===== src/hw/rtl/ptt_pkg.sv =====
// Package for the periodic timer table: shared constants, codes and payload types.
// No dependencies; imported by every module of the block.
`timescale 1ns / 1ps

package ptt_pkg;

   // Default table depth and front queue depth (queue depth is a power of two)
   localparam int NUM_TIMERS_DEFAULT = 8;
   localparam int QUEUE_DEPTH        = 2;

   // Input opcodes
   localparam logic [1:0] OP_SET      = 2'd0;
   localparam logic [1:0] OP_REMOVE   = 2'd1;
   localparam logic [1:0] OP_TICK     = 2'd2;
   localparam logic [1:0] OP_RESERVED = 2'd3;

   // Result kinds
   localparam logic [1:0] KIND_STATUS = 2'd0;
   localparam logic [1:0] KIND_FIRED  = 2'd1;
   localparam logic [1:0] KIND_DONE   = 2'd2;

   // Command status codes
   localparam logic [1:0] STATUS_OK       = 2'd0;
   localparam logic [1:0] STATUS_DISABLED = 2'd1;
   localparam logic [1:0] STATUS_FULL     = 2'd2;

   typedef struct packed {
      logic [1:0]  opcode;
      logic [7:0]  timer_id;
      logic [31:0] period;
   } req_type;

   typedef struct packed {
      logic [1:0] kind;
      logic [1:0] status;
      logic [7:0] fired_id;
      logic       last;
   } rsp_type;

   // Command handed from the front queue to the execution engine
   typedef struct packed {
      logic [1:0]  op;
      logic [7:0]  timer_id;
      logic [31:0] period;
   } cmd_type;

endpackage


===== src/hw/rtl/periodic_timer_table_unit.sv =====
// Periodic timer table, top level: ties the request front end to the
// execution back end. Depends on ptt_pkg, ptt_front and ptt_back.
//
// Usage:
//   req_* carries commands (set timer, remove timer, tick) as valid/ready
//   transactions; rsp_* returns results the same way. A set or remove gives
//   one status result; a tick gives one fired result per expiring timer in
//   table order, then one done result. The last result of a command has last=1.
//   Opcode 3 is accepted and dropped with no result.
//   csr_write_en/csr_write_data write timers_enabled (1 after reset); write it
//   only while no command is outstanding.
// Throughput:
//   A two-entry command queue sits before the back end. The back end takes
//   one command at a time: set and remove search the table one entry per
//   cycle, remove then shifts later entries down one per cycle, and tick
//   visits one entry per cycle while no fired result waits on a held
//   response on rsp_*. The single table read port sets this pace.
// Reset: the table is empty and the queue and response register are cleared.
// Stalls: a held response stalls the back end only when it has a new result
//   to show; the queue keeps accepting requests until it is full.
`timescale 1ns / 1ps

module periodic_timer_table_unit #(
   parameter int NUM_TIMERS = ptt_pkg::NUM_TIMERS_DEFAULT
) (
   input  logic             clock,
   input  logic             reset,
   input  logic             req_valid,
   output logic             req_ready,
   input  ptt_pkg::req_type req_payload,
   output logic             rsp_valid,
   input  logic             rsp_ready,
   output ptt_pkg::rsp_type rsp_payload,
   input  logic             csr_write_en,
   input  logic             csr_write_data
);
   import ptt_pkg::*;

   logic    cmd_valid;
   logic    cmd_ready;
   cmd_type cmd_payload;

   ptt_front u_front (
      .clock       (clock),
      .reset       (reset),
      .req_valid   (req_valid),
      .req_ready   (req_ready),
      .req_payload (req_payload),
      .cmd_valid   (cmd_valid),
      .cmd_ready   (cmd_ready),
      .cmd_payload (cmd_payload)
   );

   ptt_back #(
      .NUM_TIMERS (NUM_TIMERS)
   ) u_back (
      .clock          (clock),
      .reset          (reset),
      .csr_write_en   (csr_write_en),
      .csr_write_data (csr_write_data),
      .cmd_valid      (cmd_valid),
      .cmd_ready      (cmd_ready),
      .cmd_payload    (cmd_payload),
      .rsp_valid      (rsp_valid),
      .rsp_ready      (rsp_ready),
      .rsp_payload    (rsp_payload)
   );

   // Status is only nonzero on status results
   a_status_only_on_status: assert property (@(posedge clock) disable iff (reset)
      rsp_valid && (rsp_payload.kind != KIND_STATUS) |-> rsp_payload.status == STATUS_OK)
      else $error("status set on a non-status result");

   // Fired results never close a transaction; status and done always do
   a_last_marking: assert property (@(posedge clock) disable iff (reset)
      rsp_valid |-> (rsp_payload.last == (rsp_payload.kind != KIND_FIRED)))
      else $error("last flag does not match result kind");

   // A queued command not taken stays queued
   a_queue_holds: assert property (@(posedge clock) disable iff (reset)
      cmd_valid && !cmd_ready |=> cmd_valid)
      else $error("queued command lost");

   // A full queue always presents a command to the back end
   a_full_has_head: assert property (@(posedge clock) disable iff (reset)
      !req_ready |-> cmd_valid)
      else $error("queue full without a head entry");

endmodule


===== src/hw/rtl/ptt_front.sv =====
// Front end of the timer table: accepts request transactions, drops reserved
// opcodes and queues commands for the back end. Depends on ptt_pkg.
`timescale 1ns / 1ps

module ptt_front (
   input  logic             clock,
   input  logic             reset,
   input  logic             req_valid,
   output logic             req_ready,
   input  ptt_pkg::req_type req_payload,
   output logic             cmd_valid,
   input  logic             cmd_ready,
   output ptt_pkg::cmd_type cmd_payload
);
   import ptt_pkg::*;

   localparam int PTR_W  = (QUEUE_DEPTH > 1) ? $clog2(QUEUE_DEPTH) : 1;
   localparam int FILL_W = $clog2(QUEUE_DEPTH + 1);

   cmd_type            queue_ff [QUEUE_DEPTH];
   logic [PTR_W-1:0]   wr_ptr_ff, wr_ptr_in;
   logic [PTR_W-1:0]   rd_ptr_ff, rd_ptr_in;
   logic [FILL_W-1:0]  fill_ff, fill_in;
   logic               push, pop;
   cmd_type            cmd_new;

   // Classify: reserved opcodes are taken and dropped
   always_comb begin
      cmd_new.op       = req_payload.opcode;
      cmd_new.timer_id = req_payload.timer_id;
      cmd_new.period   = req_payload.period;
   end

   assign req_ready   = (fill_ff != FILL_W'(QUEUE_DEPTH));
   assign push        = req_valid && req_ready && (req_payload.opcode != OP_RESERVED);
   assign cmd_valid   = (fill_ff != '0);
   assign pop         = cmd_valid && cmd_ready;
   assign cmd_payload = queue_ff[rd_ptr_ff];

   // Pointer and fill bookkeeping
   always_comb begin
      wr_ptr_in = push ? wr_ptr_ff + PTR_W'(1) : wr_ptr_ff;
      rd_ptr_in = pop  ? rd_ptr_ff + PTR_W'(1) : rd_ptr_ff;
      fill_in   = fill_ff;
      if (push && !pop) begin
         fill_in = fill_ff + FILL_W'(1);
      end else if (pop && !push) begin
         fill_in = fill_ff - FILL_W'(1);
      end
   end

   always_ff @(posedge clock) begin
      if (reset) begin
         wr_ptr_ff <= '0;
         rd_ptr_ff <= '0;
         fill_ff   <= '0;
      end else begin
         wr_ptr_ff <= wr_ptr_in;
         rd_ptr_ff <= rd_ptr_in;
         fill_ff   <= fill_in;
      end
   end

   // Queue storage
   always_ff @(posedge clock) begin
      if (push) begin
         queue_ff[wr_ptr_ff] <= cmd_new;
      end
   end

endmodule


===== src/hw/rtl/ptt_back.sv =====
// Back end of the timer table: holds the packed timer entries, runs set,
// remove and tick commands, and drives the response register. Depends on ptt_pkg.
`timescale 1ns / 1ps

module ptt_back #(
   parameter int NUM_TIMERS = ptt_pkg::NUM_TIMERS_DEFAULT
) (
   input  logic             clock,
   input  logic             reset,
   input  logic             csr_write_en,
   input  logic             csr_write_data,
   input  logic             cmd_valid,
   output logic             cmd_ready,
   input  ptt_pkg::cmd_type cmd_payload,
   output logic             rsp_valid,
   input  logic             rsp_ready,
   output ptt_pkg::rsp_type rsp_payload
);
   import ptt_pkg::*;

   localparam int IDX_W = (NUM_TIMERS > 1) ? $clog2(NUM_TIMERS) : 1;
   localparam int CNT_W = $clog2(NUM_TIMERS + 1);

   typedef struct packed {
      logic [7:0]  timer_id;
      logic [31:0] countdown;
      logic [31:0] reload;
   } entry_type;

   typedef enum logic [2:0] {
      ST_IDLE,
      ST_SEARCH,
      ST_SHIFT,
      ST_TICK,
      ST_DONE,
      ST_STATUS
   } state_type;

   state_type          state_ff, state_in;
   logic [CNT_W-1:0]   idx_ff, idx_in;
   logic [CNT_W-1:0]   count_ff, count_in;
   cmd_type            cmd_ff, cmd_in;
   logic [1:0]         status_ff, status_in;
   logic               enabled_ff, enabled_in;
   logic               rsp_valid_ff, rsp_valid_in;
   rsp_type            rsp_ff, rsp_in;

   entry_type          table_ff [NUM_TIMERS];
   logic [CNT_W-1:0]   idx_plus;
   logic [CNT_W-1:0]   rd_addr;
   entry_type          rd_entry;
   logic               mem_we;
   logic [CNT_W-1:0]   mem_waddr;
   entry_type          mem_wdata;
   logic               out_free;
   logic               emit;
   rsp_type            emit_data;

   assign idx_plus = idx_ff + CNT_W'(1);
   // Shift reads the next entry, every other state reads the current one
   assign rd_addr  = (state_ff == ST_SHIFT) ? idx_plus : idx_ff;
   assign rd_entry = table_ff[rd_addr[IDX_W-1:0]];
   assign out_free = !rsp_valid_ff || rsp_ready;

   // Command sequencer
   always_comb begin
      state_in   = state_ff;
      idx_in     = idx_ff;
      count_in   = count_ff;
      cmd_in     = cmd_ff;
      status_in  = status_ff;
      enabled_in = csr_write_en ? csr_write_data : enabled_ff;
      cmd_ready  = 1'b0;
      emit       = 1'b0;
      emit_data  = '0;
      mem_we     = 1'b0;
      mem_waddr  = idx_ff;
      mem_wdata  = rd_entry;

      unique case (state_ff)
         ST_IDLE: begin
            cmd_ready = 1'b1;
            if (cmd_valid) begin
               cmd_in = cmd_payload;
               idx_in = '0;
               if (cmd_payload.op == OP_TICK) begin
                  state_in = ST_TICK;
               end else if (!enabled_ff) begin
                  status_in = STATUS_DISABLED;
                  state_in  = ST_STATUS;
               end else begin
                  state_in = ST_SEARCH;
               end
            end
         end

         // Linear id search over the valid entries
         ST_SEARCH: begin
            if (idx_ff == count_ff) begin
               status_in = STATUS_OK;
               state_in  = ST_STATUS;
               if (cmd_ff.op == OP_SET) begin
                  if (count_ff < CNT_W'(NUM_TIMERS)) begin
                     mem_we              = 1'b1;
                     mem_waddr           = count_ff;
                     mem_wdata.timer_id  = cmd_ff.timer_id;
                     mem_wdata.countdown = cmd_ff.period;
                     mem_wdata.reload    = cmd_ff.period;
                     count_in            = count_ff + CNT_W'(1);
                  end else begin
                     status_in = STATUS_FULL;
                  end
               end
            end else if (rd_entry.timer_id == cmd_ff.timer_id) begin
               if (cmd_ff.op == OP_SET) begin
                  mem_we              = 1'b1;
                  mem_wdata.countdown = cmd_ff.period;
                  mem_wdata.reload    = cmd_ff.period;
                  status_in           = STATUS_OK;
                  state_in            = ST_STATUS;
               end else begin
                  state_in = ST_SHIFT;
               end
            end else begin
               idx_in = idx_plus;
            end
         end

         // Close the gap left by a removed entry, one entry per cycle
         ST_SHIFT: begin
            if (idx_plus < count_ff) begin
               mem_we = 1'b1;
               idx_in = idx_plus;
            end else begin
               count_in  = count_ff - CNT_W'(1);
               status_in = STATUS_OK;
               state_in  = ST_STATUS;
            end
         end

         // Walk the entries: decrement or fire and reload
         ST_TICK: begin
            if (idx_ff == count_ff) begin
               state_in = ST_DONE;
            end else if (rd_entry.countdown != '0) begin
               mem_we              = 1'b1;
               mem_wdata.countdown = rd_entry.countdown - 32'd1;
               idx_in              = idx_plus;
            end else if (out_free) begin
               mem_we              = 1'b1;
               mem_wdata.countdown = rd_entry.reload;
               emit                = 1'b1;
               emit_data.kind      = KIND_FIRED;
               emit_data.fired_id  = rd_entry.timer_id;
               idx_in              = idx_plus;
            end
         end

         ST_DONE: begin
            if (out_free) begin
               emit           = 1'b1;
               emit_data.kind = KIND_DONE;
               emit_data.last = 1'b1;
               state_in       = ST_IDLE;
            end
         end

         ST_STATUS: begin
            if (out_free) begin
               emit             = 1'b1;
               emit_data.kind   = KIND_STATUS;
               emit_data.status = status_ff;
               emit_data.last   = 1'b1;
               state_in         = ST_IDLE;
            end
         end

         default: begin
            state_in = ST_IDLE;
         end
      endcase

      rsp_valid_in = emit || (rsp_valid_ff && !rsp_ready);
      rsp_in       = emit ? emit_data : rsp_ff;
   end

   // State and registered outputs
   always_ff @(posedge clock) begin
      if (reset) begin
         state_ff     <= ST_IDLE;
         idx_ff       <= '0;
         count_ff     <= '0;
         status_ff    <= STATUS_OK;
         enabled_ff   <= 1'b1;
         rsp_valid_ff <= 1'b0;
      end else begin
         state_ff     <= state_in;
         idx_ff       <= idx_in;
         count_ff     <= count_in;
         status_ff    <= status_in;
         enabled_ff   <= enabled_in;
         rsp_valid_ff <= rsp_valid_in;
      end
      cmd_ff <= cmd_in;
      rsp_ff <= rsp_in;
   end

   // Timer entry storage
   always_ff @(posedge clock) begin
      if (mem_we) begin
         table_ff[mem_waddr[IDX_W-1:0]] <= mem_wdata;
      end
   end

   assign rsp_valid   = rsp_valid_ff;
   assign rsp_payload = rsp_ff;

endmodule

===== config.mk =====
export PLATFORM = sky130hd
export DESIGN_NAME = periodic_timer_table_unit
export DESIGN_NICKNAME = d
export VERILOG_FILES = /design/src/hw/rtl/ptt_pkg.sv /design/src/hw/rtl/periodic_timer_table_unit.sv /design/src/hw/rtl/ptt_front.sv /design/src/hw/rtl/ptt_back.sv
export SDC_FILE = /design/constraint.sdc
export NUM_CORES = 1
export LEC_CHECK = 0
export ABC_AREA = 1
export BUFFER_PORTS_ARGS = -buffer_cell sky130_fd_sc_hd__buf_2
export CAP_MARGIN = 10
export CORE_AREA = 2 2 358 360
export CTS_CLUSTER_DIAMETER = 30
export DETAILED_ROUTE_END_ITERATION = 10
export DIE_AREA = 0 0 360 362
export PLACE_DENSITY = 0.49
export SYNTH_ARGS = -nofsm -noshare
export SYNTH_HDL_FRONTEND = slang
export SYNTH_HIERARCHICAL = 1
export SYNTH_SLANG_ARGS = --single-unit

===== constraint.sdc =====
create_clock -name clock -period 6.05 [get_ports clock]
set_clock_uncertainty 0.2 [all_clocks]
set_input_delay 1.21 -clock clock [delete_from_list [all_inputs] [get_ports clock]]
set_output_delay 1.21 -clock clock [all_outputs]
set_load 0.01 [all_outputs]

# Word-level counts from Yosys, hierarchy flattened
# Memories as Yosys holds them, arrays and structs flattened. A register that Yosys moved wholly into a read port is not among the register bits.
# Index checks and enable logic that the tools add are counted.
totals:
  elab_cells: 161
  regBits: 74
  ramBits: 660
  mem_count: 2
  in_bits: 48
  out_inout_bits: 15
op_classes:
  n_reduce_logical: 28
  n_eq_ne: 26
  bitwise: 2
  muxes: 77
  magnitude_cmp: 2
  addsub: 8
memory_table:
  columns: ["memory", "depth", "word_bits", "read_ports", "rd_ports_with_merged_regs", "wr", "line_no", "text"]
  rows:
  - ["u_back.table_ff", 8, 72, 1, 0, 1, "ptt_back.sv:48", "entry_type table_ff [NUM_TIMERS];"]
  - ["u_front.queue_ff", 2, 42, 1, 1, 1, "ptt_front.sv:20", "cmd_type queue_ff [QUEUE_DEPTH];"]
ops:
  columns: ["cell", "n"]
  rows:
  - ["2-to-1 mux 64 bit", 3]
  - ["2-to-1 mux 72 bit", 2]
  - ["2-to-1 mux 32 bit", 4]
  - ["one-hot mux 32 bit (2 select lines)", 1]
  - ["2-to-1 mux 4 bit", 11]
  - ["2-to-1 mux 3 bit", 14]
  - ["nonzero test 32 bit", 1]
  - ["subtractor 32 x 1 -> 32 bit (second input constant)", 1]
  - ["2-to-1 mux 2 bit", 13]
  - ["2-to-1 mux 1 bit", 20]
  - ["!= test 2 bit (second input constant)", 10]
  - ["2-to-1 mux 8 bit", 2]
  - ["one-hot mux 4 bit (4 select lines)", 1]
  - ["one-hot mux 3 bit (5 select lines)", 1]
  - ["AND reduction 7 bit", 2]
  - ["one-hot mux 2 bit (3 select lines)", 2]
  - ["!= test 2 x 1 -> 1 bit (second input constant)", 5]
  - ["AND reduction 5 bit", 2]
  - ["!= test 3 x 1 -> 1 bit (second input constant)", 3]
  - ["adder 4 x 1 -> 4 bit (second input constant)", 2]
  - ["== test 8 bit", 1]
  - ["one-hot mux 4 bit (2 select lines)", 1]
  - ["== test 3 x 2 -> 1 bit (second input constant)", 2]
  - ["== test 3 bit (second input constant)", 2]
  - ["other kinds (23)", 37]

# Longest topological paths before layout
# Gate-level depths: netlist of run 1.
# An unclocked memory read counts as a cell.
depth:
  depth_word: 9
  ltp_mapped: 25
  ltp_nobuf: 23

# Cells and area by module
# Netlist of run 1, hierarchy kept.
by_module_without_submodules:
  columns: ["module", "seq_area_each_um2", "instances", "cells_each", "area_per_inst_um2"]
  rows:
  - ["ptt_back", 19248.5, 1, 3436, 31684.1]
  - ["ptt_front", 2622.5, 1, 170, 3483.3]

# Least setup slack after synthesis of run 1
# No wires, ideal clock.
synth_path:
  path_kind: "reg2reg"
  startpoint: "register u_back.idx_ff[1]"
  endpoint: "memory u_back/table_ff[0][0] (netlist bit) (enable)"
  arrival_time_ns: 5.723
  required_ns: 5.348
  n_path_buf: 1
  path_slack_ns: -0.375
  setup_ns: 0.502
  path_stages_with_launch: 20
  synth_period_minus_slack_ns: 6.425
  path_cell_list: "dfxtp_1 ha_1 nand2_1 nand2_2 buf_1 nand2_1 nand2_1 nand2_1 nand2_1 inv_1 ha_1 nand3_1 inv_2 nand2_1 inv_2 nand4_4 nand2_1 inv_2 nor2_4 nor2_1"
synth_via:
  elab_chain_len: 9
  elab_cells_between_ends: 19
  classes_between: "add/sub: 1; order compare: 1; eq/ne: 2; mux: 13; reduce/logical: 1; memory: 1"
synth_lines:
  columns: ["element", "line_no", "text"]
  rows:
  - ["start: declaration", "ptt_back.sv:40", "logic [CNT_W-1:0] idx_ff, idx_in;"]
  - ["start signal: assignment", "ptt_back.sv:198", "idx_ff <= idx_in;"]
  - ["adder 4 x 1 -> 4 bit", "ptt_back.sv:59", "assign idx_plus = idx_ff + CNT_W'(1);"]
  - ["2-to-1 mux 3 bit", "ptt_back.sv:61", "assign rd_addr = (state_ff == ST_SHIFT) ? idx_plus : idx_ff;"]
  - ["memory (8 x 72 bit)", null, null]
  - ["nonzero test 32 bit / == test 8 bit (equally long branches)", "ptt_back.sv:145, ptt_back.sv:114", null]
  - ["2-to-1 mux 1 bit (on tied branches)", "ptt_back.sv:145, ptt_back.sv:114", null]
  - ["2-to-1 mux 1 bit (on tied branches)", "ptt_back.sv:143, ptt_back.sv:99", null]
  - ["one-hot mux 1 bit (3 select lines)", "ptt_back.sv:80", "unique case (state_ff)"]
  - ["2-to-1 mux 1 bit", "ptt_back.sv:210", "if (mem_we) begin"]
  - ["2-to-1 mux 1 bit (not written as such)", "ptt_back.sv:211", "table_ff[mem_waddr[IDX_W-1:0]] <= mem_wdata;"]
  - ["end: declaration", "ptt_back.sv:48", null]
# Parallel ways exist; a longest one is shown, timed or not.

# Final worst setup path of run 1
layout_path:
  startpoint: "register u_back.state_ff[2]"
  endpoint: "memory u_back/table_ff[4][40] (netlist bit) (enable)"
layout_via:
  elab_chain_len: 9
  elab_cells_between_ends: 15
  classes_between: "eq/ne: 4; mux: 9; reduce/logical: 1; memory: 1"
layout_lines:
  columns: ["element", "line_no", "text"]
  rows:
  - ["start: declaration", "ptt_back.sv:39", "state_type state_ff, state_in;"]
  - ["start signal: assignment", "ptt_back.sv:197", "state_ff <= state_in;"]
  - ["== test 3 x 2 -> 1 bit", "ptt_back.sv:61, ptt_back.sv:80", null]
  - ["2-to-1 mux 3 bit", "ptt_back.sv:61", null]
  - ["memory (8 x 72 bit)", null, null]
  - ["nonzero test 32 bit / == test 8 bit (equally long branches)", "ptt_back.sv:145, ptt_back.sv:114", null]
  - ["2-to-1 mux 1 bit (on tied branches)", "ptt_back.sv:145, ptt_back.sv:114", null]
  - ["2-to-1 mux 1 bit (on tied branches)", "ptt_back.sv:143, ptt_back.sv:99", null]
  - ["one-hot mux 1 bit (3 select lines)", "ptt_back.sv:80", null]
  - ["2-to-1 mux 1 bit", "ptt_back.sv:210", null]
  - ["2-to-1 mux 1 bit (not written as such)", "ptt_back.sv:211", null]
# Parallel ways exist; a longest one is shown, timed or not.

==> results by group, run 1 <==
Power and ir drop
  • Total Power: 29.2 mW
  • PwrDens: 677 nW/um2
  • Max VDD drop: 0.000334 V
  • Leak: 17.3 nW

Placed design
  • Setup slack at placement: 0.752 ns
  • Port-buffer cells: 62
  • Post-detail-place hpwl: 70100 um
  • GPL Wtd Cong: 0.962

Global routing
  • Largest net degree at the start of global routing: 111
  • Vias in the first global route: 25535
  • First-pass GRT wire length: 164000 um
  • Overflow after GRT: 0
  • Total GRT Usage: 16.7%
  • Antenna violations before repair: 2

Setup path
  • Req. time, crit path: 6.23 ns
  • Crit path capture: u_back/table_ff[4][40]$_DFFE_PP_
  • Crit path buf inv count: 4
  • FF-to-FF End: u_back/table_ff[4][40]$_DFFE_PP_
  • Worst Path Max Fanout: 47
  • Reg2Reg Depth: 19
  • CP Cell Sequence: nor2_4, nand2_2, inv_2, nand2_1, nand2_4, buf_4, nand3_1, nand3_1, nand2_1, nand2_1, nor2_1, nand2_2, nor2_4, nand4_4, nand2_1, inv_2, nor2_4, nor2_4, buf_12
  • Delay of the slowest critical-path stage: 0.87 ns
  • WP data arrival: 5.48 ns
  • Slowest-stage cell, CP: nor2_4
  • Critical Path Start Type: flip-flop
  • R2R Setup Slk: 0.76 ns
  • Top delay family on crit path: simple AND/OR/NAND/NOR gates
  • CP Launch Point: u_back/state_ff[2]$_SDFFE_PP0P_
  • Crit Reg-Reg Startpoint: u_back/state_ff[2]$_SDFFE_PP0P_
  • Crit. path cell count: 19
  • CP endpoint kind: flip-flop
  • Setup CP Type: reg -> reg

Finish
  • Fillers: 12736
  • Post-layout util: 34.0%
  • Fraction of layout instances using a drive strength above 1: 13.0%
  • Commonest cells after routing, fill and taps aside: nand2_1 (885), edfxtp_1 (715), inv_1 (458)
  • Area of the multi-input gates: 10700 um2
  • Nets: 3799
  • Register Area: 21900 um2
  • Area Overhead vs Synth: 22.6%
  • Most common library cell in the layout ignoring fill and taps: nand2_1
  • Ant. Diodes: 0

Route
  • Iter 0 DRT Violations: 2289
  • Via count: 26171
  • Routed WL: 110000 um
  • Routed WL per cell: 19.8 um
  • Antenna viol nets, final: 0
  • Drt first pass iters: 5
  • DRC: 0
  • Number of vias per cell: 4.73

Logic synthesis
  • Synth Register Bits: 735
  • Synth Warn #: 6
  • Post-synth top flop: edfxtp_1
  • Net Count, Synth: 3662
  • Yosys cell types: 48
  • Cell count after synthesis: 3606
  • Number of synthesized flops with an enable pin: 715
  • Post-synth ARST share: 0%
  • Avg Cell Area, Syn: 9.75 um2
  • Synthesized area: 35200 um2
  • Post-synth top area share: 61.1%
  • Seq/Total Area, Yosys: 62.2%
  • Area leader, netlist: edfxtp_1
  • Top cells by area, synth: edfxtp_1 (61%), nand2_1 (9.5%), nand3_1 (5.9%)

CTS
  • CTS Buffer Depth: 3
  • Clk sinks: 735
  • Post_cts resized: 0
  • Worst-path clk slew: 0.04 ns
  • Hold Buf Count CTS: 0
  • H-tree levels: 4
  • TritonCTS buffer count: 161
  • Worst-skew pair later-pin latency: 0.75 ns
  • Root buffer cell: clkbuf_16
  • Setup Buffers After CTS: 0
  • CTS tree: built

Status
  • Status: complete, no violations

Die
  • Die area: 130000 um2
  • Die height: 362 um
  • Boundary Pins: 63
  • Rows: 131
  • Starting density of the core: 27.8%
  • Core area: 127000 um2
  • Die Wd: 360 um

Timing
  • Tcrit/Tclk final: 87.5%
  • Final hold violations: 0
  • Normalized max-slew margin: 23.6%
  • Final TNS setup: 0 ns
  • Max Freq: 0.189 GHz
  • Final setup vio count: 0
  • Slew at the pin closest to its max-slew limit: 1.13 ns
  • Final WS setup: 0.755 ns
  • Max-slew violations: 0
  • RSZ-0062 raised after global routing: false
  • Post-layout min period: 5.29 ns

Min path
  • Min-Delay Path Class: reg -> reg
  • Worst hold start: u_back/status_ff[1]$_SDFFE_PP0P_

Flow run
  • Max Cap Violations: 0
==> tightest hold or removal path, delay by kind of cell, from the launching register on <==
kind / cells / cell delay [ns]
AOI/OAI and AO/OA: 1 / 0.05
and+or+nand+nor: 1 / 0.07
DFF: 1 / 0.32
==> synthesized netlist by cell type, types with 19 or more instances <==
master,instances
mux2_4,40
a21oi_1,35
nand3_1,414
nor2_1,328
dfxtp_1,20
o211ai_1,20
inv_1,461
edfxtp_1,715
o22ai_1,49
o21ai_0,244
a211oi_1,22
buf_4,19
o31ai_1,21
nand4_1,26
clkbuf_1,90
buf_2,55
nand2_1,886
==> worst min-delay path by stage <==
stage / depth (start not counted) / end
3_5_place_dp: 2 / u_back/status_ff[1]$_SDFFE_PP0P_
3_3_place_gp: 2 / u_back/status_ff[1]$_SDFFE_PP0P_
6_report: 2 / u_back/status_ff[1]$_SDFFE_PP0P_
4_1_cts: 2 / u_back/status_ff[1]$_SDFFE_PP0P_
5_1_grt: 2 / u_back/status_ff[1]$_SDFFE_PP0P_
2_1_floorplan: 2 / u_back/status_ff[1]$_SDFFE_PP0P_
==> report_power, final <==
part | leakage (nW) | internal, mW | switching [mW] | total (mW)
clock network | 2.62 | 5.81 | 2.79 | 8.60
registers | 6.63 | 8.01 | 0.349 | 8.36
logic | 8.00 | 3.05 | 9.16 | 12.2
==> flip-flops by register name (all words and copies together), names as in the netlist, named ones only <==
signal,flops
u_back/idx_ff,4
u_front/queue_ff,84
u_back/cmd_ff,42
u_back/count_ff,4
u_front/rd_ptr_ff,1
u_back/rsp_payload,13
u_front/fill_ff,2
u_back/status_ff,2
u_back/table_ff,576
u_back/enabled_ff,1
u_back/state_ff,3
u_front/wr_ptr_ff,1
u_back/rsp_valid,1
==> cell families (layout without fill, tap and decap cells) <==
group | count (synthesis) | after routing | share of synthesized area, %
adders and majority gates | 8 | 8 | 0.285
AOI/OAI and AO/OA | 459 | 459 | 7.58
muxes | 42 | 42 | 1.77
and+or+nand+nor | 1689 | 1689 | 20.1
xor gates and xnor gates | 11 | 11 | 0.274
DFF | 735 | 735 | 62.2
buffers and inverters | 662 | 926 | 7.82
==> stage by stage <==
| stage | cell area, um2 | hold slack (ns) | instances |
|---|---|---|---|
| after detailed placement | 37600 | 0.283 | 5241 |
| after floorplan | 35200 | 0.231 | 3606 |
| final | 43100 | 0.289 | 5532 |
| after global routing | 43100 | 0.314 | 5532 |
| after CTS | 43100 | 0.290 | 5531 |
| after global placement | 37600 | 0.277 | 5241 |
==> layout make-up <==
class                           instances  share of cell area (%)
Inverter                              478                    4.17
Tap cell                             1662                    4.82
Sequential cell                       735                    50.7
Clock buffer                          185                    9.73
Clock inverter                        105                    2.91
Timing Repair Buffer                  158                    2.87
Multi-Input combinational cell       2209                    24.8
==> routing by layer <==
metal	part of all wire [%]	global-route usage, %	vias to the layer above
met5	0	0	-
li1	-	-	12492
met3	6.0	2.95	160
met4	2.3	5.36	0
met2	46	27.0	860
met1	45	22.6	12659
Note: power is estimated with default switching activity, not from simulation.
==> inputs of run 2 (changes only) <==
--- a/config.mk
+++ b/config.mk
@@ -5,13 +5,12 @@
 export SDC_FILE = /design/constraint.sdc
 export NUM_CORES = 1
 export LEC_CHECK = 0
-export ABC_AREA = 1
 export BUFFER_PORTS_ARGS = -buffer_cell sky130_fd_sc_hd__buf_2
 export CAP_MARGIN = 10
-export CORE_AREA = 2 2 358 360
+export CORE_AREA = 2 2 334 336
 export CTS_CLUSTER_DIAMETER = 30
 export DETAILED_ROUTE_END_ITERATION = 10
-export DIE_AREA = 0 0 360 362
+export DIE_AREA = 0 0 336 338
 export PLACE_DENSITY = 0.49
 export SYNTH_ARGS = -nofsm -noshare
 export SYNTH_HDL_FRONTEND = slang
==> run 2 against run 1 <==
Die area is 13% lower. Worst setup slack worse by 0.21 ns. Sequential power is 12% lower. First-iteration DRC count is 38% lower. Sequential share of layout area is 7.0 points higher.
==> results by group, run 2 <==
Status
  • Status: complete, no violations (unchanged)

Logic synthesis
  • Yosys cell types: 87 (was 48)
  • Post-synth top flop: edfxtp_1 (unchanged)
  • Post-synth ARST share: 0% (unchanged)
  • Number of synthesized flops with an enable pin: 715 (unchanged)
  • Cell count after synthesis: 1842 (was 3606)
  • Post-synth top area share: 70.1% (was 61.1%)
  • Synth Warn #: 6 (unchanged)
  • Area leader, netlist: edfxtp_1 (unchanged)
  • Synth cell count leaders: edfxtp_1 (715), nand2_1 (160), mux4_2 (105), mux2i_1 (104), nand3_1 (73) (was nand2_1 (886), edfxtp_1 (715), inv_1 (461), nand3_1 (414), nor2_1 (328))
  • Synth Register Bits: 735 (unchanged)
  • Seq/Total Area, Yosys: 71.4% (was 62.2%)
  • Net Count, Synth: 1898 (was 3662)
  • Top-count cell post-synth: edfxtp_1 (was nand2_1)
  • Top cells by area, synth: edfxtp_1 (70%), mux4_2 (7.7%), mux2i_1 (3.4%) (was edfxtp_1 (61%), nand2_1 (9.5%), nand3_1 (5.9%))
  • Synthesized area: 30600 um2 (was 35200 um2)
  • Avg Cell Area, Syn: 16.6 um2 (was 9.75 um2)

Finish
  • Nets: 2085 (was 3799)
  • Most common library cell in the layout ignoring fill and taps: edfxtp_1 (was nand2_1)
  • Max reg flops: 576 (unchanged)
  • Ant. Diodes: 0 (unchanged)
  • Finished Layout Cells: 3625 (was 5532)
  • Post-layout util: 34.4% (was 34.0%)
  • Commonest cells after routing, fill and taps aside: edfxtp_1 (715), nand2_1 (160), clkbuf_16 (135) (was nand2_1 (885), edfxtp_1 (715), inv_1 (458))
  • Final std cell area, no fill: 37900 um2 (was 43100 um2)
  • Area Overhead vs Synth: 23.6% (was 22.6%)
  • Fraction of layout instances using a drive strength above 1: 26.7% (was 13.0%)

Setup path
  • CP Launch Point: u_back/state_ff[2]$_SDFFE_PP0P_ (unchanged)
  • FF-to-FF End: u_back/table_ff[2][3]$_DFFE_PP_ (was u_back/table_ff[4][40]$_DFFE_PP_)
  • R2R Setup Slk: 0.55 ns (was 0.76 ns)
  • CP Cell Sequence: nor3b_4, buf_4, buf_4, nand3_1, o221a_2, a32oi_1, xnor2_1, nor4_1, buf_4, nand3_1, o21ai_0, a221oi_2, nand2b_1, nor3_4, buf_12 (was nor2_4, nand2_2, inv_2, nand2_1, nand2_4, buf_4, nand3_1, nand3_1, nand2_1, nand2_1, nor2_1, nand2_2, nor2_4, nand4_4, nand2_1, inv_2, nor2_4, nor2_4, buf_12)
  • Reg2Reg Depth: 15 (was 19)
  • Req. time, crit path: 6.19 ns (was 6.23 ns)
  • Most common cell on crit path: buf_4
  • CP endpoint kind: flip-flop (unchanged)
  • Setup CP Type: reg -> reg (unchanged)
  • Critical Path Start Type: flip-flop (unchanged)
  • Worst Path Max Fanout: 59 (was 47)
  • WP data arrival: 5.64 ns (was 5.48 ns)
  • Delay of the slowest critical-path stage: 0.82 ns (was 0.87 ns)
  • Crit Reg-Reg Startpoint: u_back/state_ff[2]$_SDFFE_PP0P_ (unchanged)
  • Slowest-stage cell, CP: nor3_4 (was nor2_4)

Route
  • Drt first pass iters: 6 (was 5)
  • Via count: 17534 (was 26171)
  • Iter 0 DRT Violations: 1424 (was 2289)
  • DRC: 0 (unchanged)
  • Antenna viol nets, final: 0 (unchanged)
  • Routed WL: 78200 um (was 110000 um)
  • Number of vias per cell: 4.84 (was 4.73)
  • Routed WL per cell: 21.6 um (was 19.8 um)

Power and ir drop
  • Total Power: 20.0 mW (was 29.2 mW)
  • Max VDD drop: 0.000336 V (was 0.000334 V)
  • PwrDens: 528 nW/um2 (was 677 nW/um2)
  • Leak: 12.2 nW (was 17.3 nW)

Timing
  • Max Freq: 0.182 GHz (was 0.189 GHz)
  • Slew at the pin closest to its max-slew limit: 1.08 ns (was 1.13 ns)
  • Tcrit/Tclk final: 90.9% (was 87.5%)
  • Hold WS: 0.274 ns (was 0.289 ns)
  • Max-slew violations: 0 (unchanged)
  • Final TNS setup: 0 ns (unchanged)
  • Final hold violations: 0 (unchanged)
  • Final WS setup: 0.549 ns (was 0.755 ns)
  • Final setup vio count: 0 (unchanged)
  • Normalized max-slew margin: 27.5% (was 23.6%)
  • Post-layout min period: 5.50 ns (was 5.29 ns)
  • RSZ-0062 raised after global routing: false (unchanged)

Die
  • Starting density of the core: 27.8% (about the same)
  • Boundary Pins: 63 (unchanged)
  • Core area: 110000 um2 (was 127000 um2)
  • Die Wd: 336 um (was 360 um)
  • Die height: 338 um (was 362 um)
  • Rows: 122 (was 131)
  • Die area: 114000 um2 (was 130000 um2)

CTS
  • H-tree levels: 4 (unchanged)
  • Clk sinks: 735 (unchanged)
  • CTS Buffer Depth: 3 (unchanged)
  • Worst-skew pair later-pin latency: 0.71 ns (was 0.75 ns)
  • CTS tree: built (unchanged)
  • Root buffer cell: clkbuf_16 (unchanged)
  • Worst-path clk slew: 0.05 ns (was 0.04 ns)
  • TritonCTS buffer count: 132 (was 161)
  • Post_cts resized: 0 (unchanged)
  • Hold Buf Count CTS: 0 (unchanged)
  • Setup Buffers After CTS: 0 (unchanged)

Min path
  • Min-Delay Path Class: reg -> reg (unchanged)
  • WHS Endpoint: u_back/status_ff[1]$_SDFFE_PP0P_ (unchanged)
  • Hold Path Depth: 2 (unchanged)
  • Worst hold start: u_back/status_ff[1]$_SDFFE_PP0P_ (unchanged)

Placed design
  • Placed Area: 33400 um2 (was 37600 um2)
  • Setup slack at placement: 0.431 ns (was 0.752 ns)
  • Post-detail-place hpwl: 46400 um (was 70100 um)
  • Port-buffer cells: 62 (unchanged)
  • Placed Instances: 3383 (was 5241)
  • GPL Wtd Cong: 0.821 (was 0.962)

Global routing
  • Largest net degree at the start of global routing: 71 (was 111)
  • Total GRT Usage: 13.8% (was 16.7%)
  • Vias in the first global route: 18191 (was 25535)
  • First-pass GRT wire length: 117000 um (was 164000 um)
  • Overflow after GRT: 0 (unchanged)
  • Antenna violations before repair: 0 (was 2)

Flow run
  • Max Cap Violations: 0 (unchanged)
## run 2: changes by cell type in the layout (fill, tap and decap cells not counted), sizes merged, moves of 19 or more
cell    change
a21boi     -21
clkbuf     -30
clkinv     -34
inv       -451
mux2i     +107
mux4      +105
nand2     -733
nand3     -341
nand4      -19
nor2      -270
nor3       +29
o21ai     -180
o22ai      -42
o31ai      -19
## run 2: cells by family after synthesis
group                      share of synthesized area [%]
DFF                                                 71.4
and+or+nand+nor                                     7.35
muxes                                               13.4
AOI/OAI and AO/OA                                   5.04
buffers and inverters                               1.75
xor gates and xnor gates                           0.800
adders and majority gates                          0.327
## run 2: worst max-delay path by stage
stage,endpoint,slack (ns)
6_report,u_back/table_ff[2][3]$_DFFE_PP_,0.55
5_1_grt,u_back/table_ff[2][47]$_DFFE_PP_,0.11
4_1_cts,u_back/table_ff[2][48]$_DFFE_PP_,0.42
3_5_place_dp,u_back/table_ff[2][8]$_DFFE_PP_,0.43
3_3_place_gp,u_back/table_ff[2][3]$_DFFE_PP_,0.55
2_1_floorplan,u_back/table_ff[1][0]$_DFFE_PP_,-1.64
## run 2: report_power, final
group          internal (mW)  switching, mW
logic                   1.90           3.39
registers               7.13          0.200
clock network           4.92           2.48
## run 2: cell type report
type	instances	area (um2)
clock buffers	155	3460
clock inverters	87	1050
fillers	10443	72200
inverters	19	71.3
multi-input cells	987	8400
flip-flops and latches	735	21900
well taps	1488	1860
repair buffers	154	1160
## run 2: per-layer routing
metal / up-vias / wire [um] / global-route usage (%)
li1: 7749 / - / -
met1: 9142 / 34400 / 18.4
met2: 525 / 37900 / 22.6
met3: 118 / 3980 / 2.41
met4: 0 / 1840 / 4.84
met5: - / 0 / 0
## run 2: critical path: cells and delay by family, from the launching register on
| kind | cells | cell delay (ns) |
|---|---|---|
| AOI/OAI and AO/OA | 4 | 0.97 |
| xor gates and xnor gates | 1 | 0.12 |
| buffers and inverters | 4 | 1.27 |
| DFF | 1 | 0.46 |
| and+or+nand+nor | 6 | 2.05 |
==> inputs of run 3 (changes only) <==
--- a/config.mk
+++ b/config.mk
@@ -7,12 +7,11 @@
 export LEC_CHECK = 0
 export BUFFER_PORTS_ARGS = -buffer_cell sky130_fd_sc_hd__buf_2
 export CAP_MARGIN = 10
-export CORE_AREA = 2 2 334 336
+export CORE_AREA = 2 2 357 359
 export CTS_CLUSTER_DIAMETER = 30
 export DETAILED_ROUTE_END_ITERATION = 10
-export DIE_AREA = 0 0 336 338
+export DIE_AREA = 0 0 359 361
 export PLACE_DENSITY = 0.49
 export SYNTH_ARGS = -nofsm -noshare
 export SYNTH_HDL_FRONTEND = slang
-export SYNTH_HIERARCHICAL = 1
 export SYNTH_SLANG_ARGS = --single-unit
==> run 3 against run 2 <==
Count of clock-buffer cells in the layout up 22. Sequential share of layout area down 7.1 points. Clock power up 13%. Flip-flop and latch count unchanged. Sequential power up 2%. Die area up 14%. Critical path type unchanged. First-iteration DRC count up 14%. Maximum frequency down 2.6%. Cell area up 14%. Final cell count up 26%.
==> results by group, run 3 <==
Timing
  • Final TNS setup: 0 ns (unchanged)
  • Normalized max-slew margin: 25.6% (was 27.5%)
  • Max Freq: 0.177 GHz (was 0.182 GHz)
  • Hold WS: 0.272 ns (was 0.274 ns)
  • Slew at the pin closest to its max-slew limit: 1.10 ns (was 1.08 ns)
  • Post-layout min period: 5.65 ns (was 5.50 ns)
  • Max-slew violations: 0 (unchanged)
  • RSZ-0062 raised after global routing: false (unchanged)
  • Final setup vio count: 0 (unchanged)
  • Tcrit/Tclk final: 93.4% (was 90.9%)
  • Final hold violations: 0 (unchanged)

Global routing
  • Antenna violations before repair: 1 (was 0)
  • Largest net degree at the start of global routing: 98 (was 71)
  • Overflow after GRT: 0 (unchanged)
  • Vias in the first global route: 23527 (was 18191)
  • First-pass GRT wire length: 153000 um (was 117000 um)
  • Total GRT Usage: 15.8% (was 13.8%)

Setup path
  • CP endpoint kind: flip-flop (unchanged)
  • R2R Setup Slk: 0.40 ns (was 0.55 ns)
  • FF-to-FF End: u_back.table_ff[7][34]$_DFFE_PP_ (was u_back/table_ff[2][3]$_DFFE_PP_)
  • Setup CP Type: reg -> reg (unchanged)
  • Req. time, crit path: 6.44 ns (was 6.19 ns)
  • Critical Path Start Type: flip-flop (unchanged)
  • Crit Reg-Reg Startpoint: u_back.idx_ff[1]$_SDFFE_PP0P_ (was u_back/state_ff[2]$_SDFFE_PP0P_)
  • Worst Path Max Fanout: 47 (was 59)
  • CP Launch Point: u_back.idx_ff[1]$_SDFFE_PP0P_ (was u_back/state_ff[2]$_SDFFE_PP0P_)
  • WP data arrival: 6.04 ns (was 5.64 ns)
  • Reg2Reg Depth: 13 (was 15)

Logic synthesis
  • Synth cell count leaders: edfxtp_1 (715), mux2i_1 (332), nand2_1 (313), nor2_1 (115), nand3_1 (112) (was edfxtp_1 (715), nand2_1 (160), mux4_2 (105), mux2i_1 (104), nand3_1 (73))
  • Post-synth top area share: 61.5% (was 70.1%)
  • Avg Cell Area, Syn: 13.4 um2 (was 16.6 um2)
  • Seq/Total Area, Yosys: 62.7% (was 71.4%)
  • Synth Register Bits: 735 (unchanged)
  • Number of synthesized flops with an enable pin: 715 (unchanged)
  • Post-synth ARST share: 0% (unchanged)
  • Synth Warn #: 0 (was 6)
  • Yosys cell types: 85 (was 87)
  • Synthesized area: 34900 um2 (was 30600 um2)
  • Cell count after synthesis: 2612 (was 1842)
  • Post-synth top flop: edfxtp_1 (unchanged)
  • Top-count cell post-synth: edfxtp_1 (unchanged)
  • Top cells by area, synth: edfxtp_1 (62%), mux2i_1 (9.5%), nand2_1 (3.4%) (was edfxtp_1 (70%), mux4_2 (7.7%), mux2i_1 (3.4%))
  • Net Count, Synth: 2669 (was 1898)
  • Area leader, netlist: edfxtp_1 (unchanged)

CTS
  • Worst-skew pair later-pin latency: 0.74 ns (was 0.71 ns)
  • Hold Buf Count CTS: 0 (unchanged)
  • Post_cts resized: 0 (unchanged)
  • Worst-path clk slew: 0.04 ns (was 0.05 ns)
  • CTS Buffer Depth: 3 (unchanged)
  • Clk sinks: 735 (unchanged)
  • CTS tree: built (unchanged)
  • Root buffer cell: clkbuf_16 (unchanged)
  • H-tree levels: 4 (unchanged)
  • Setup Buffers After CTS: 0 (unchanged)
  • TritonCTS buffer count: 158 (was 132)

Min path
  • Worst hold start: u_back.status_ff[1]$_SDFFE_PP0P_ (was u_back/status_ff[1]$_SDFFE_PP0P_)
  • Min-Delay Path Class: reg -> reg (unchanged)
  • WHS Endpoint: u_back.status_ff[1]$_SDFFE_PP0P_ (was u_back/status_ff[1]$_SDFFE_PP0P_)
  • Hold Path Depth: 2 (unchanged)

Placed design
  • GPL Wtd Cong: 0.874 (was 0.821)
  • Port-buffer cells: 62 (unchanged)
  • Post-detail-place hpwl: 63100 um (was 46400 um)

Route
  • Antenna viol nets, final: 0 (unchanged)
  • Routed WL per cell: 22.6 um (was 21.6 um)
  • Number of vias per cell: 5.02 (was 4.84)
  • Iter 0 DRT Violations: 1619 (was 1424)
  • DRC: 0 (unchanged)
  • Drt first pass iters: 5 (was 6)
  • Routed WL: 103000 um (was 78200 um)
  • Via count: 22896 (was 17534)

Flow run
  • Max Cap Violations: 0 (unchanged)

Power and ir drop
  • Total Power: 22.7 mW (was 20.0 mW)
  • Leak: 14.7 nW (was 12.2 nW)
  • Max VDD drop: 0.000276 V (was 0.000336 V)
  • PwrDens: 525 nW/um2 (was 528 nW/um2)

Finish
  • Ant. Diodes: 0 (unchanged)
  • Nets: 2838 (was 2085)
  • Area Overhead vs Synth: 23.8% (was 23.6%)
  • Register Area: 21900 um2 (about the same)
  • Max reg flops: 576 (unchanged)
  • Area of the multi-input gates: 12300 um2 (was 8400 um2)
  • Fraction of layout instances using a drive strength above 1: 21.1% (was 26.7%)
  • Post-layout util: 34.5% (was 34.4%)
  • Fillers: 12131 (was 10443)
  • Most common library cell in the layout ignoring fill and taps: edfxtp_1 (unchanged)
  • Commonest cells after routing, fill and taps aside: edfxtp_1 (715), mux2i_1 (332), nand2_1 (312) (was edfxtp_1 (715), nand2_1 (160), clkbuf_16 (135))

Die
  • Rows: 130 (was 122)
  • Starting density of the core: 27.8% (about the same)
  • Core area: 125000 um2 (was 110000 um2)
  • Die area: 130000 um2 (was 114000 um2)
  • Boundary Pins: 63 (unchanged)
  • Die Wd: 359 um (was 336 um)
  • Die height: 361 um (was 338 um)

Status
  • Status: complete, no violations (unchanged)
[run 3: metrics by stage]
step	std cells	setup WS, ns	cell area, um2
2_1_floorplan	2612	-0.861	35100
3_3_place_gp	4271	0.363	37900
3_5_place_dp	4271	0.379	37900
4_1_cts	4558	0.360	43200
5_1_grt	4558	0.109	43200
6_report	4558	0.402	43200
[run 3: cells by family (layout without fill, tap and decap cells)]
logic type / Yosys count / in the layout / synth area share (%)
mux: 453 / 453 / 14.9
compound gates: 378 / 378 / 7.70
xor+xnor: 27 / 27 / 0.731
flops: 735 / 735 / 62.7
buf+inv: 230 / 526 / 2.93
fa+ha+maj: 9 / 9 / 0.323
simple gates: 780 / 780 / 10.8
[run 3: area by class of cell]
type,count,share of cell area [%]
Clock buffer,177,9.39
Clock inverter,110,2.80
Inverter,53,0.460
Multi-Input combinational cell,1647,28.4
Sequential cell,735,50.6
Tap cell,1650,4.78
Timing Repair Buffer,186,3.57
[run 3: critical path: stages (launching register included)]
cell and delay [ns]:
dfxtp_4 0.36, ha_4 0.67, buf_12 0.40, mux2_2 0.37, mux4_2 0.48, nor3_1 0.18
a31oi_1 0.10, or3b_2 0.60, or4_1 0.86, buf_4 0.31, nor3_1 0.22, nor3_1 0.08
a221oi_1 0.41, buf_4 0.25
[run 3: power breakdown]
group	leakage [nW]	total, mW	switching [mW]	internal, mW
Sequential	6.66	7.47	0.276	7.19
Combinational	5.44	6.85	4.60	2.26
Clock	2.56	8.36	2.78	5.58
Total	14.7	22.7	7.65	15.0
[run 3: worst max-delay path by stage]
stage | cells after the start | slack, ns | end
CTS | 13 | 0.36 | u_back.table_ff[3][34]$_DFFE_PP_
global route | 14 | 0.11 | u_back.table_ff[2][34]$_DFFE_PP_
floorplan | 16 | -0.86 | u_back.table_ff[7][0]$_DFFE_PP_
global placement | 13 | 0.36 | u_back.table_ff[5][34]$_DFFE_PP_
detailed placement | 14 | 0.38 | u_back.table_ff[7][34]$_DFFE_PP_
finish | 13 | 0.40 | u_back.table_ff[7][34]$_DFFE_PP_
[run 3: routing by layer]
| metal | track usage [%] | vias up | wire length, um |
|---|---|---|---|
| li1 | - | 10490 | - |
| met1 | 20.5 | 11632 | 46100 |
| met2 | 26.4 | 582 | 49900 |
| met3 | 2.75 | 192 | 4480 |
| met4 | 5.49 | 0 | 2660 |
| met5 | 0 | - | 0 |
